File: src/rtl/sfmf_pkg.sv
// shared types and constants of the substring first-match finder
// no dependencies; imported by sfmf_cell, sfmf_rsp_buf and the top level
`default_nettype none

package sfmf_pkg;

   localparam int NEEDLE_MAX   = 16;
   localparam int MAX_TEXT_LEN = 65535;

   localparam int BYTE_W   = 8;
   localparam int LEN_W    = 5;
   localparam int WORD_W   = 64;
   localparam int POS_W    = 16;
   localparam int CELL_IDX_W = $clog2(NEEDLE_MAX);
   localparam int CSR_IDX_W  = 2;

   localparam logic [BYTE_W-1:0] TERMINATOR = 8'h00;

   // configuration register indexes
   localparam logic [CSR_IDX_W-1:0] CSR_NEEDLE_LENGTH = 2'd0;
   localparam logic [CSR_IDX_W-1:0] CSR_NEEDLE_LOW    = 2'd1;
   localparam logic [CSR_IDX_W-1:0] CSR_NEEDLE_HIGH   = 2'd2;

   // per-cycle control for the cell row
   typedef struct packed {
      logic clear;    // terminator transfer: drop all partial matches
      logic advance;  // text byte transfer: step the row by one byte
   } cell_ctrl_type;

   typedef struct packed {
      logic             found;
      logic [POS_W-1:0] match_position;
   } result_type;

endpackage

`default_nettype wire

File: src/rtl/substring_first_match_finder.sv
// top level of the substring first-match finder: config registers, row of cells,
// string counter and result buffer; depends on sfmf_pkg, sfmf_cell, sfmf_rsp_buf
`default_nettype none

// channel    | direction | transfer when          | contents
// -----------+-----------+------------------------+-----------------------------------
// req_*      | in        | req_tvalid & req_tready | tdata[7:0] text_byte (0 = end)
// rsp_*      | out       | rsp_tvalid & rsp_tready | tuser[0] found, tdata[15:0] position
// csr_*      | in        | csr_valid & csr_ready   | csr_index register, csr_data value
//
// one text byte per cycle while req_tready is high: each cell holds one window byte
// and hands it on at every text transfer; the match is one compare per cell, folded
// along the row; a result is registered into a two-entry buffer and offered behind any
// older entry; req_tready drops only while both entries wait
// synchronous active-high reset clears config, counter, flags, window and buffer
// csr_ready is always high; a register write applies from the next text transfer

module substring_first_match_finder (
   input  wire                            clock,
   input  wire                            reset,
   // text input
   input  wire                            req_tvalid,
   output logic                           req_tready,
   input  wire [7:0]                      req_tdata,   // [7:0] text_byte
   // results
   output logic                           rsp_tvalid,
   input  wire                            rsp_tready,
   output logic [15:0]                    rsp_tdata,   // [15:0] match_position
   output logic                           rsp_tuser,   // [0] found
   // register writes
   input  wire                            csr_valid,
   output logic                           csr_ready,
   input  wire [sfmf_pkg::CSR_IDX_W-1:0]  csr_index,
   input  wire [sfmf_pkg::WORD_W-1:0]     csr_data
);
   import sfmf_pkg::*;

   // configuration registers
   logic [LEN_W-1:0]  needle_length_ff;
   logic [WORD_W-1:0] needle_low_ff;
   logic [WORD_W-1:0] needle_high_ff;
   logic              csr_fire;

   // per-string state
   logic [POS_W-1:0]  seen_ff, seen_in;
   logic [POS_W-1:0]  seen_inc;
   logic              reported_ff, reported_in;

   // datapath
   logic                         req_fire;
   logic                         is_term;
   logic [LEN_W-1:0]             len_eff;
   logic [LEN_W-1:0]             pad_bytes;
   logic [2*WORD_W-1:0]          needle_all;
   logic [2*WORD_W-1:0]          needle_rev;
   logic [2*WORD_W-1:0]          needle_aligned;
   logic [NEEDLE_MAX*BYTE_W-1:0] window_bytes;
   logic [NEEDLE_MAX-1:0]        cell_chain;
   logic                         hit;
   logic                         empty_hit;
   logic                         reported_eff;
   cell_ctrl_type                ctrl;
   logic                         push;
   result_type                   push_data;
   result_type                   rsp_result;
   logic                         push_ready;

   assign csr_ready = 1'b1;
   assign csr_fire  = csr_valid & csr_ready;

   always_ff @(posedge clock) begin
      if (reset) begin
         needle_length_ff <= '0;
         needle_low_ff    <= '0;
         needle_high_ff   <= '0;
      end else if (csr_fire) begin
         case (csr_index)
            CSR_NEEDLE_LENGTH: needle_length_ff <= csr_data[LEN_W-1:0];
            CSR_NEEDLE_LOW:    needle_low_ff    <= csr_data;
            CSR_NEEDLE_HIGH:   needle_high_ff   <= csr_data;
            default:           ; // unused index, write is dropped
         endcase
      end
   end

   // lengths above the row size saturate
   assign len_eff = (needle_length_ff > LEN_W'(NEEDLE_MAX)) ? LEN_W'(NEEDLE_MAX)
                                                            : needle_length_ff;
   assign needle_all = {needle_high_ff, needle_low_ff};

   // needle reversed, then shifted so that byte len-1 sits at the newest window slot
   for (genvar k = 0; k < NEEDLE_MAX; k++) begin : g_rev
      assign needle_rev[k*BYTE_W +: BYTE_W] = needle_all[(NEEDLE_MAX-1-k)*BYTE_W +: BYTE_W];
   end
   assign pad_bytes      = LEN_W'(NEEDLE_MAX) - len_eff;
   assign needle_aligned = needle_rev >> {pad_bytes, 3'b000};

   assign req_tready = push_ready;
   assign req_fire   = req_tvalid & req_tready;
   assign is_term    = (req_tdata == TERMINATOR);

   assign ctrl.clear   = req_fire & is_term;
   assign ctrl.advance = req_fire & ~is_term;

   // cell k holds the k-th newest text byte; the chain ands the compares of the
   // window as it stands after this byte has moved in
   for (genvar k = 0; k < NEEDLE_MAX; k++) begin : g_cell
      logic [BYTE_W-1:0] byte_from_left;
      logic              prev;
      if (k == 0) begin : g_first
         assign byte_from_left = req_tdata;
         assign prev           = 1'b1;
      end else begin : g_rest
         assign byte_from_left = window_bytes[(k-1)*BYTE_W +: BYTE_W];
         assign prev           = cell_chain[k-1];
      end
      sfmf_cell u_cell (
         .clock       (clock),
         .reset       (reset),
         .ctrl        (ctrl),
         .text_byte   (byte_from_left),
         .needle_byte (needle_aligned[k*BYTE_W +: BYTE_W]),
         .in_use      (LEN_W'(k) < len_eff),
         .prev_match  (prev),
         .match_next  (cell_chain[k]),
         .held_byte   (window_bytes[k*BYTE_W +: BYTE_W])
      );
   end

   // saturating byte count, including the byte of this transfer
   assign seen_inc = (seen_ff != POS_W'(MAX_TEXT_LEN)) ? seen_ff + POS_W'(1) : seen_ff;

   // whole needle matches once enough bytes of this string fill the window
   assign hit = (len_eff != '0) & (seen_inc >= POS_W'(len_eff)) & cell_chain[NEEDLE_MAX-1];

   // empty needle matches at offset zero on the first item of a string
   assign empty_hit    = (len_eff == '0) & ~reported_ff & (seen_ff == '0);
   assign reported_eff = reported_ff | empty_hit;

   always_comb begin
      seen_in     = seen_ff;
      reported_in = reported_ff;
      push        = 1'b0;
      push_data.found          = 1'b0;
      push_data.match_position = '0;
      if (req_fire) begin
         if (is_term) begin
            // string end: miss unless a match went out; empty needle and string: hit
            push        = ~reported_ff;
            push_data.found = empty_hit;
            seen_in     = '0;
            reported_in = 1'b0;
         end else begin
            seen_in     = seen_inc;
            reported_in = reported_eff;
            if (empty_hit) begin
               push            = 1'b1;
               push_data.found = 1'b1;
            end else if (~reported_ff & hit) begin
               push                     = 1'b1;
               push_data.found          = 1'b1;
               push_data.match_position = seen_inc - POS_W'(len_eff);
               reported_in              = 1'b1;
            end
         end
      end
   end

   always_ff @(posedge clock) begin
      if (reset) begin
         seen_ff     <= '0;
         reported_ff <= 1'b0;
      end else begin
         seen_ff     <= seen_in;
         reported_ff <= reported_in;
      end
   end

   sfmf_rsp_buf u_rsp_buf (
      .clock      (clock),
      .reset      (reset),
      .push_valid (push),
      .push_data  (push_data),
      .push_ready (push_ready),
      .rsp_tvalid (rsp_tvalid),
      .rsp_tready (rsp_tready),
      .rsp_result (rsp_result)
   );

   assign rsp_tdata = rsp_result.match_position;
   assign rsp_tuser = rsp_result.found;

   // a terminator leaves a clean string state behind
   a_term_clears: assert property (@(posedge clock) disable iff (reset)
      (req_fire && is_term) |=> (seen_ff == '0 && !reported_ff && window_bytes == '0))
      else $error("string state not cleared after terminator");

   // once a result went out for a string, only a terminator may drop the flag
   a_reported_holds: assert property (@(posedge clock) disable iff (reset)
      (reported_ff && !(req_fire && is_term)) |=> reported_ff)
      else $error("match flag dropped inside a string");

   // a reported start offset never lies beyond the bytes counted so far
   a_pos_in_range: assert property (@(posedge clock) disable iff (reset)
      push |-> (req_fire && push_data.match_position <= seen_in))
      else $error("result pushed without a transfer or with offset past count");

endmodule

`default_nettype wire

File: src/rtl/sfmf_cell.sv
// one cell of the text window: holds one recent byte and checks it against the needle
// depends on sfmf_pkg
`default_nettype none

module sfmf_cell (
   input  wire                          clock,
   input  wire                          reset,
   input  sfmf_pkg::cell_ctrl_type      ctrl,
   input  wire [sfmf_pkg::BYTE_W-1:0]   text_byte,    // byte entering this cell on an advance
   input  wire [sfmf_pkg::BYTE_W-1:0]   needle_byte,  // needle byte aligned to this position
   input  wire                          in_use,       // position lies inside the needle
   input  wire                          prev_match,
   output logic                         match_next,
   output logic [sfmf_pkg::BYTE_W-1:0]  held_byte
);
   import sfmf_pkg::*;

   logic [BYTE_W-1:0] byte_ff;
   logic [BYTE_W-1:0] byte_in;

   // positions past the needle end always agree; the rest compare the shifted-in byte
   assign match_next = prev_match & (~in_use | (text_byte == needle_byte));

   always_comb begin
      byte_in = byte_ff;
      if (ctrl.clear) begin
         byte_in = '0;
      end else if (ctrl.advance) begin
         byte_in = text_byte;
      end
   end

   always_ff @(posedge clock) begin
      if (reset) begin
         byte_ff <= '0;
      end else begin
         byte_ff <= byte_in;
      end
   end

   assign held_byte = byte_ff;

endmodule

`default_nettype wire

File: src/rtl/sfmf_rsp_buf.sv
// two-entry result buffer between the match logic and the result channel
// depends on sfmf_pkg
`default_nettype none

module sfmf_rsp_buf (
   input  wire                     clock,
   input  wire                     reset,
   input  wire                     push_valid,
   input  sfmf_pkg::result_type    push_data,
   output logic                    push_ready,
   output logic                    rsp_tvalid,
   input  wire                     rsp_tready,
   output sfmf_pkg::result_type    rsp_result
);
   import sfmf_pkg::*;

   result_type  entry_ff [2];
   logic        wr_ptr_ff, wr_ptr_in;
   logic        rd_ptr_ff, rd_ptr_in;
   logic [1:0]  count_ff, count_in;
   logic        push, pop;

   assign push_ready = (count_ff != 2'd2);
   assign rsp_tvalid = (count_ff != 2'd0);
   assign rsp_result = entry_ff[rd_ptr_ff];

   assign push = push_valid & push_ready;
   assign pop  = rsp_tvalid & rsp_tready;

   always_comb begin
      wr_ptr_in = push ? ~wr_ptr_ff : wr_ptr_ff;
      rd_ptr_in = pop  ? ~rd_ptr_ff : rd_ptr_ff;
      count_in  = count_ff;
      case ({push, pop})
         2'b10:   count_in = count_ff + 2'd1;
         2'b01:   count_in = count_ff - 2'd1;
         default: count_in = count_ff;
      endcase
   end

   always_ff @(posedge clock) begin
      if (push) begin
         entry_ff[wr_ptr_ff] <= push_data;
      end
   end

   always_ff @(posedge clock) begin
      if (reset) begin
         wr_ptr_ff <= 1'b0;
         rd_ptr_ff <= 1'b0;
         count_ff  <= 2'd0;
      end else begin
         wr_ptr_ff <= wr_ptr_in;
         rd_ptr_ff <= rd_ptr_in;
         count_ff  <= count_in;
      end
   end

   // occupancy must agree with the pointer distance
   a_count_ptrs: assert property (@(posedge clock) disable iff (reset)
      (count_ff == 2'd1) |-> (wr_ptr_ff != rd_ptr_ff))
      else $error("result buffer count and pointers disagree");

endmodule

`default_nettype wire
File: config.mk
export PLATFORM = sky130hd
export DESIGN_NAME = substring_first_match_finder
export DESIGN_NICKNAME = d
export VERILOG_FILES = /design/src/rtl/sfmf_pkg.sv /design/src/rtl/substring_first_match_finder.sv /design/src/rtl/sfmf_cell.sv /design/src/rtl/sfmf_rsp_buf.sv
export SDC_FILE = /design/constraint.sdc
export NUM_CORES = 1
export LEC_CHECK = 0
export ABC_CLOCK_PERIOD_IN_PS = 13250
export CORE_MARGIN = 4
export CORE_UTILIZATION = 55
export CTS_CLUSTER_DIAMETER = 60
export DETAILED_ROUTE_END_ITERATION = 8
export DONT_BUFFER_PORTS = 1
export PLACE_DENSITY = 0.66
export SYNTH_ARGS = -nofsm -noshare
export SYNTH_HDL_FRONTEND = slang
export SYNTH_SLANG_ARGS = --single-unit
File: constraint.sdc
create_clock -name clock -period 13.25 [get_ports clock]
set_input_delay 2.65 -clock clock [delete_from_list [all_inputs] [get_ports clock]]
set_output_delay 2.65 -clock clock [all_outputs]
set_load 0.03 [all_outputs]
==> out/metrics.yaml, run 1 <==
p_leak_nw: 7.11
root_buffer: "clkbuf_16"
ir_worst_vdd_mv: 0.112
power_mw: 2.49
first_iter_violations: 2963
dieArea_um2: 38700
cts-buffers-inserted: 36
grt_pass1_wl_um: 115000
vias: 19123
status: "complete, but fails checks"
rsz0062_at_grt: "no"
hpwl_um: 59200
synth-seq-cells: 309
wl_per_cell_um: 27.8
yosysUniqueCellTypes: 83
syn2layout_area_growth_pct: 6.03
tightest_slew_ns: 1.09
netlist_area_um2: 19600
synth_fp_nets: 2570
slew_headroom_pct: 27.6
min_path_cells: 2
powerDensity_nw_per_um2: 120
cts_buffer_depth: 3
startpoint_type: "flop"
row_count: 68
hp-start: "g_cell[1].u_cell.held_byte[5]"
wl_met3_um: 9730
cp.required_ns: 13.58
cap_violations: 0
tns_ns: 0
antenna_found_initial: 1
reg2reg_to: "u_rsp_buf.entry_ff[1][2]"
clock-sinks: 309
post_cts_buffers: 0
synthCells: 2480
grt_pass1_vias: 17612
setup_violations: 0
track_usage_pct: 39.4
wirelength_um: 78700
synth_top_flop_cell: "dfxtp_1"
hold_buffers: 0
min_to: "g_cell[2].u_cell.held_byte[5]"
critical_path_class: "flop to flop"
period_minus_slack_ns: 8.10
drv_slew: 0
ioPinCount: 99
cts_tree: "yes"
drt-met1-wl_um: 31100
vias_per_cell: 6.75
n_fill_cell: 3211
grt_overflow_total: 0
post-route-drc-count: 24
ys_seq_area_share_pct: 33.3
r2r-start: "needle_length_ff[0]"
clkLatencyLatePin_ns: 0.55
top_layer: "met5"
synth_async_sr_flop_share_pct: 0
grt_max_degree: 158
syn_avg_cell_area_um2: 7.89
core-area_um2: 34800
cts_resized: 0
hold_violations: 0
hp-class: "flop to flop"
start_util_pct: 56.3
synth_edf_count: 34
buffer_ports.inserted: 0
dr.pass1.iters: 9
die_h_um: 197
synth_warnings: 0
final_nets: 2443
drive_above_1_share_pct: 8.92
r2r_slack_ns: 5.15
fin_skew_ns: 0.0201
dieWidth_um: 197
route.met2.wl_um: 32300
fmaxAchievable_ghz: 0.123
crit_path_end_kind: "flop"
gp_congestion: 1.19
h-tree-depth: 2
reg2regPathDepth: 17
failed_checks: "design-rule violations"
fin_crit_sh_pct: 61.1
ant_nets: 0
worstPathArrival_ns: 8.43
clk_pin_slew_worst_paths_ns: 0.06
worst-path-max-fanout: 68
## power by group
| group | internal [mW] | switching, mW |
|---|---|---|
| combinational | 0.158 | 0.349 |
| clock | 0.544 | 0.402 |
| sequential | 0.988 | 0.0511 |
## cells in the mapped netlist, types with 18 or more instances
cell / instances / area share [%]
o21ai_0: 64 / 1.6
xor2_1: 41 / 1.8
nor2_1: 118 / 2.3
clkbuf_1: 129 / 2.5
nor4_1: 29 / 0.93
mux2i_1: 172 / 8.8
mux2_2: 63 / 3.6
a21oi_1: 322 / 8.2
nand2_1: 594 / 11
xnor2_1: 47 / 2.1
buf_2: 41 / 1.0
inv_1: 37 / 0.71
o22ai_1: 49 / 1.6
nor3_1: 44 / 1.1
dfxtp_1: 275 / 28
a31oi_1: 23 / 0.74
a22oi_1: 31 / 1.2
nand3_1: 29 / 0.74
and2_1: 18 / 0.58
edfxtp_1: 34 / 5.2
mux4_2: 36 / 4.1
## sequential cells by signal, indices dropped and copies added (netlist names), named ones only
name                     cells
g_cell.u_cell.held_byte    120
needle_high_ff              64
needle_length_ff             5
needle_low_ff               64
reported_ff                  1
seen_ff                     16
u_rsp_buf.count_ff           2
u_rsp_buf.entry_ff          34
u_rsp_buf.rd_ptr_ff          1
u_rsp_buf.wr_ptr_ff          1
## cell families (layout without fill, tap and decap cells)
family                     Yosys count  in the layout  share of synthesized area [%]
and+or+nand+nor                    947            947                           21.4
muxes                              273            273                           16.7
DFF                                309            309                           33.3
AOI/OAI and AO/OA                  608            608                           18.5
other                                1              3                         0.0192
adders and majority gates           11             11                          0.741
xor gates and xnor gates            89             89                           4.02
buffers and inverters              242            140                           5.27
## layout make-up
type                       instances  area [µm²]  share of cell area (%)
antenna                            2        5.00                  0.0241
clock buffer                      46         970                    4.67
clock inverter                    17         151                   0.729
inverter                          39         149                   0.717
multi-input combinational       1929       12100                    58.3
sequential                       309        6530                    31.4
tap                              455         569                    2.74
timing repair buffer              38         285                    1.37
## stage by stage
step                      hold slack [ns]  utilization [%]  instances  cell area, µm²  worst slack, ns
after floorplan                     0.433                -       2480           19600             6.63
after global placement              0.461             56.4       2770           19600             5.52
after detailed placement            0.463             56.4       2770           19600             5.40
after CTS                           0.472             59.6       2833           20800             5.38
after global routing                0.501             59.6       2835           20800             4.74
final                               0.477             59.6       2835           20800             5.15
## critical path, stage by stage (launching register included)
cell and delay [ns]:
dfxtp_1 0.67, nor2b_4 0.60, inv_4 0.43, ha_4 0.42, buf_4 0.73, buf_4 0.62
mux2_2 0.41, mux2_4 0.28, mux2_2 0.28, a22oi_2 0.13, xnor2_1 0.08, nor4_1 0.36
a41oi_1 0.30, a2111oi_0 0.66, nand4_1 0.22, nor4_2 0.59, nor3b_4 0.57, nor3b_1 0.36
## cell usage in the layout (no fill, tap or decap), types with 8 or more instances in the layout
| master | count |
|---|---|
| xor2_1 | 40 |
| o31ai_1 | 8 |
| buf_4 | 38 |
| nand2b_1 | 16 |
| nand3_1 | 29 |
| nor2_1 | 117 |
| a21oi_1 | 322 |
| nand4_1 | 11 |
| and2_1 | 18 |
| and3_1 | 9 |
| nor2b_1 | 11 |
| or3_1 | 9 |
| a211oi_1 | 12 |
| a21o_1 | 8 |
| clkbuf_16 | 37 |
| clkbuf_1 | 8 |
| xnor2_1 | 47 |
| a22oi_1 | 31 |
| o22ai_1 | 49 |
| ha_1 | 9 |
| o32ai_1 | 12 |
| mux2i_1 | 172 |
| dfxtp_1 | 275 |
| nand2_1 | 593 |
| o21ai_0 | 64 |
| mux2_2 | 63 |
| inv_1 | 37 |
| nor3b_1 | 9 |
| edfxtp_1 | 34 |
| nor4_1 | 29 |
| or4_1 | 8 |
| o211ai_1 | 10 |
| nor3_1 | 44 |
| a221oi_1 | 9 |
| mux4_2 | 36 |
| nor4b_1 | 8 |
| a31oi_1 | 23 |
## how the worst max path moves through the flow
stage                                    end  cells past startpoint                start
global route        u_rsp_buf.entry_ff[1][2]                     17  needle_length_ff[0]
floorplan           u_rsp_buf.entry_ff[1][0]                     26  needle_length_ff[4]
global placement       u_rsp_buf.count_ff[1]                     19  needle_length_ff[0]
finish              u_rsp_buf.entry_ff[1][2]                     17  needle_length_ff[0]
CTS                 u_rsp_buf.entry_ff[1][2]                     17  needle_length_ff[0]
detailed placement  u_rsp_buf.entry_ff[0][2]                     17  needle_length_ff[0]
## layer usage
metal | vias up | global-route usage, %
met1 | 9039 | 53.0
met3 | 292 | 12.1
met5 | - | 1.48
met2 | 1227 | 56.1
met4 | 2 | 22.2
li1 | 8563 | -
(Power assumes the default switching activity.)
==> run 2, diff against run 1 <==
- ABC_CLOCK_PERIOD_IN_PS: 13250 -> 6500
- PLACE_DENSITY: 0.66 -> 0.69
- clock period: 13.25 -> 6.5 ns (I/O delays scaled with it)
==> out/metrics.yaml, run 2 (same netlist as run 1, synthesis figures left out) <==
core-area_um2: 34800  # unchanged
cp_top_family: "simple AND/OR/NAND/NOR gates"  # unchanged
cp.required_ns: 6.99  # was 13.58 ns
path_buf_inv: 0  # was 3
reg2regPathDepth: 20  # was 17
track_usage_pct: 39.7  # was 39.4%
n_fill_cell: 3216  # was 3,211
setup_violations: 0  # unchanged
drv_slew: 0  # unchanged
worstPathArrival_ns: 6.59  # was 8.43 ns
ant_nets: 0  # unchanged
status: "finished clean"  # was complete, but fails checks
largest_reg_flops: 120  # unchanged
place_area_um2: 19900  # was 19,600 µm²
antenna_cells: 0  # was 2
antenna_found_initial: 2  # was 1
cts_tree: "yes"  # unchanged
r2r-start: "seen_ff[3]"  # was needle_length_ff[0]
cp_slowest_stage_delay_ns: 0.60  # was 0.73 ns
period_minus_slack_ns: 6.11  # was 8.10 ns
vias: 19410  # was 19,123
dr.pass1.iters: 8  # was 9
hold_violations: 0  # unchanged
start_util_pct: 56.3  # unchanged
min_path_cells: 2  # unchanged
worst-path-max-fanout: 9  # was 68
fmaxAchievable_ghz: 0.164  # was 0.123 GHz
root_buffer: "clkbuf_16"  # unchanged
ioPinCount: 99  # unchanged
cap_violations: 0  # unchanged
wl_per_cell_um: 27.8  # about the same
clock-sinks: 309  # unchanged
critical_path_class: "flop to flop"  # unchanged
grt_max_degree: 158  # unchanged
first_iter_violations: 3149  # was 2,963
post-route-drc-count: 0  # was 24
slew_headroom_pct: 20.8  # was 27.6%
startpoint_type: "flop"  # unchanged
path_cells: "nand4_1, or3_1, nor2_1, nor2_1, nor2_1, ha_1, nor2b_1, o21ai_0, nand2b_1, a21oi_1, nand3b_1, or3b_1, nor4_2, a2111oi_0, nand4_1, nor4_2, o31ai_2, ha_1, or3_1, a21oi_1"  # was nor2b_4, inv_4, ha_4, buf_4, buf_4, mux2_2, mux2_4, mux2_2, a22oi_2, xnor2_1, nor4_1, a41oi_1, a2111oi_0, nand4_1, nor4_2, nor3b_4, nor3b_1
h-tree-depth: 2  # unchanged
grt_overflow_total: 0  # unchanged
clkLatencyLatePin_ns: 0.56  # was 0.55 ns
row_count: 68  # unchanged
fin_skew_ns: 0.0194  # was 0.0201 ns
crit_path_frequent_cell: "nor2_1"
final_cell_area_um2: 21000  # was 20,800 µm²
fin_crit_sh_pct: 94.0  # was 61.1%
cts_buffer_depth: 3  # unchanged
buffer_ports.inserted: 0  # unchanged
grt_pass1_wl_um: 116000  # was 115,000 µm
vias_per_cell: 6.79  # was 6.75
powerDensity_nw_per_um2: 243  # was 120 nW/µm²
slowest_stage: "nor4_2"  # was buf_4
min_to: "needle_high_ff[63]"  # was g_cell[2].u_cell.held_byte[5]
final_common_cell: "nand2_1"  # unchanged
final_util_pct: 60.4  # was 59.6%
p_leak_nw: 7.26  # was 7.11 nW
clk_pin_slew_worst_paths_ns: 0.06  # about the same
tightest_slew_ns: 1.19  # was 1.09 ns
cts-buffers-inserted: 35  # was 36
dieWidth_um: 197  # unchanged
drive_above_1_share_pct: 9.98  # was 8.92%
final_nets: 2473  # was 2,443
hpwl_um: 59800  # was 59,200 µm
dieArea_um2: 38700  # unchanged
gp_congestion: 1.15  # was 1.19
syn2layout_area_growth_pct: 7.31  # was 6.03%
reg2reg_to: "u_rsp_buf.count_ff[1]"  # was u_rsp_buf.entry_ff[1][2]
hp-start: "needle_high_ff[63]"  # was g_cell[1].u_cell.held_byte[5]
wirelength_um: 79500  # was 78,700 µm
r2r_slack_ns: 0.39  # was 5.15 ns
hp-class: "flop to flop"  # unchanged
grt_pass1_vias: 17750  # was 17,612
layout_common_cells: "nand2_1 (593), a21oi_1 (322), dfxtp_1 (275)"  # unchanged
ir_worst_vdd_mv: 0.243  # was 0.112 mV
die_h_um: 197  # unchanged
crit_path_end_kind: "flop"  # unchanged
rsz0062_at_grt: "no"  # unchanged
crit_cells: 20  # was 17
-- run 2: cell count changes in the layout (fill, tap and decap cells not counted), sizes merged --
cell,previous run,this run
clkbuf,46,43
bufinv,1,2
buf,38,69
clkinv,14,9
diode,2,0
inv,39,42
-- run 2: how the worst max path moves through the flow --
stage                        startpoint                        to
CTS                          seen_ff[3]     u_rsp_buf.count_ff[1]
global route                 seen_ff[3]     u_rsp_buf.count_ff[1]
floorplan           needle_length_ff[4]  u_rsp_buf.entry_ff[1][0]
global placement             seen_ff[3]     u_rsp_buf.count_ff[1]
finish                       seen_ff[3]     u_rsp_buf.count_ff[1]
detailed placement           seen_ff[3]     u_rsp_buf.count_ff[1]
-- run 2: metrics by stage --
| stage | TNS, ns | power (mW) | instances | setup slack (ns) | hold WS, ns |
|---|---|---|---|---|---|
| 2_1_floorplan | -4.18 | 2.88 | 2480 | -0.123 | 0.433 |
| 5_1_grt | 0 | 5.26 | 2860 | 0.0100 | 0.495 |
| 3_5_place_dp | 0 | 3.17 | 2801 | 0.222 | 0.464 |
| 4_1_cts | 0 | 5.09 | 2860 | 0.208 | 0.470 |
| 6_report | 0 | 5.10 | 2860 | 0.392 | 0.470 |
| 3_3_place_gp | 0 | 3.16 | 2801 | 0.316 | 0.462 |
-- run 2: layout make-up --
| class | instances | area [µm²] | share of cell area [%] |
|---|---|---|---|
| inverter | 39 | 149 | 0.709 |
| tap | 455 | 569 | 2.71 |
| clock buffer | 43 | 927 | 4.41 |
| clock inverter | 16 | 173 | 0.822 |
| sequential | 309 | 6530 | 31.1 |
| multi-input combinational | 1929 | 12100 | 57.6 |
| timing repair buffer | 69 | 556 | 2.64 |
-- run 2: worst register-to-register path: cells and delay by family, from the launching register on --
| family | cells | cell delay [ns] |
|---|---|---|
| simple gates | 13 | 3.78 |
| compound gates | 5 | 1.12 |
| fa+ha+maj | 2 | 0.65 |
| flops | 1 | 0.50 |
-- run 2: repair_timing --
item | CTS | global route
resized for setup | 0 | 1
hold endpoints to repair | 0 | 0
setup buffers | 0 | 0
setup endpoints to repair | 0 | 1
hold buffers | 0 | 0
-- run 2: power by group --
part	total, mW	switching [mW]	leakage, nW	internal [mW]
Combinational	1.06	0.724	4.17	0.339
Sequential	2.11	0.0956	2.56	2.01
Clock	1.93	0.824	0.533	1.11
-- run 2: per-layer routing --
layer / GRT usage, % / part of all wire, %
met3: 12.4 / 12
met4: 22.4 / 7.2
met5: 0 / 0
met2: 57.7 / 41
met1: 52.4 / 39
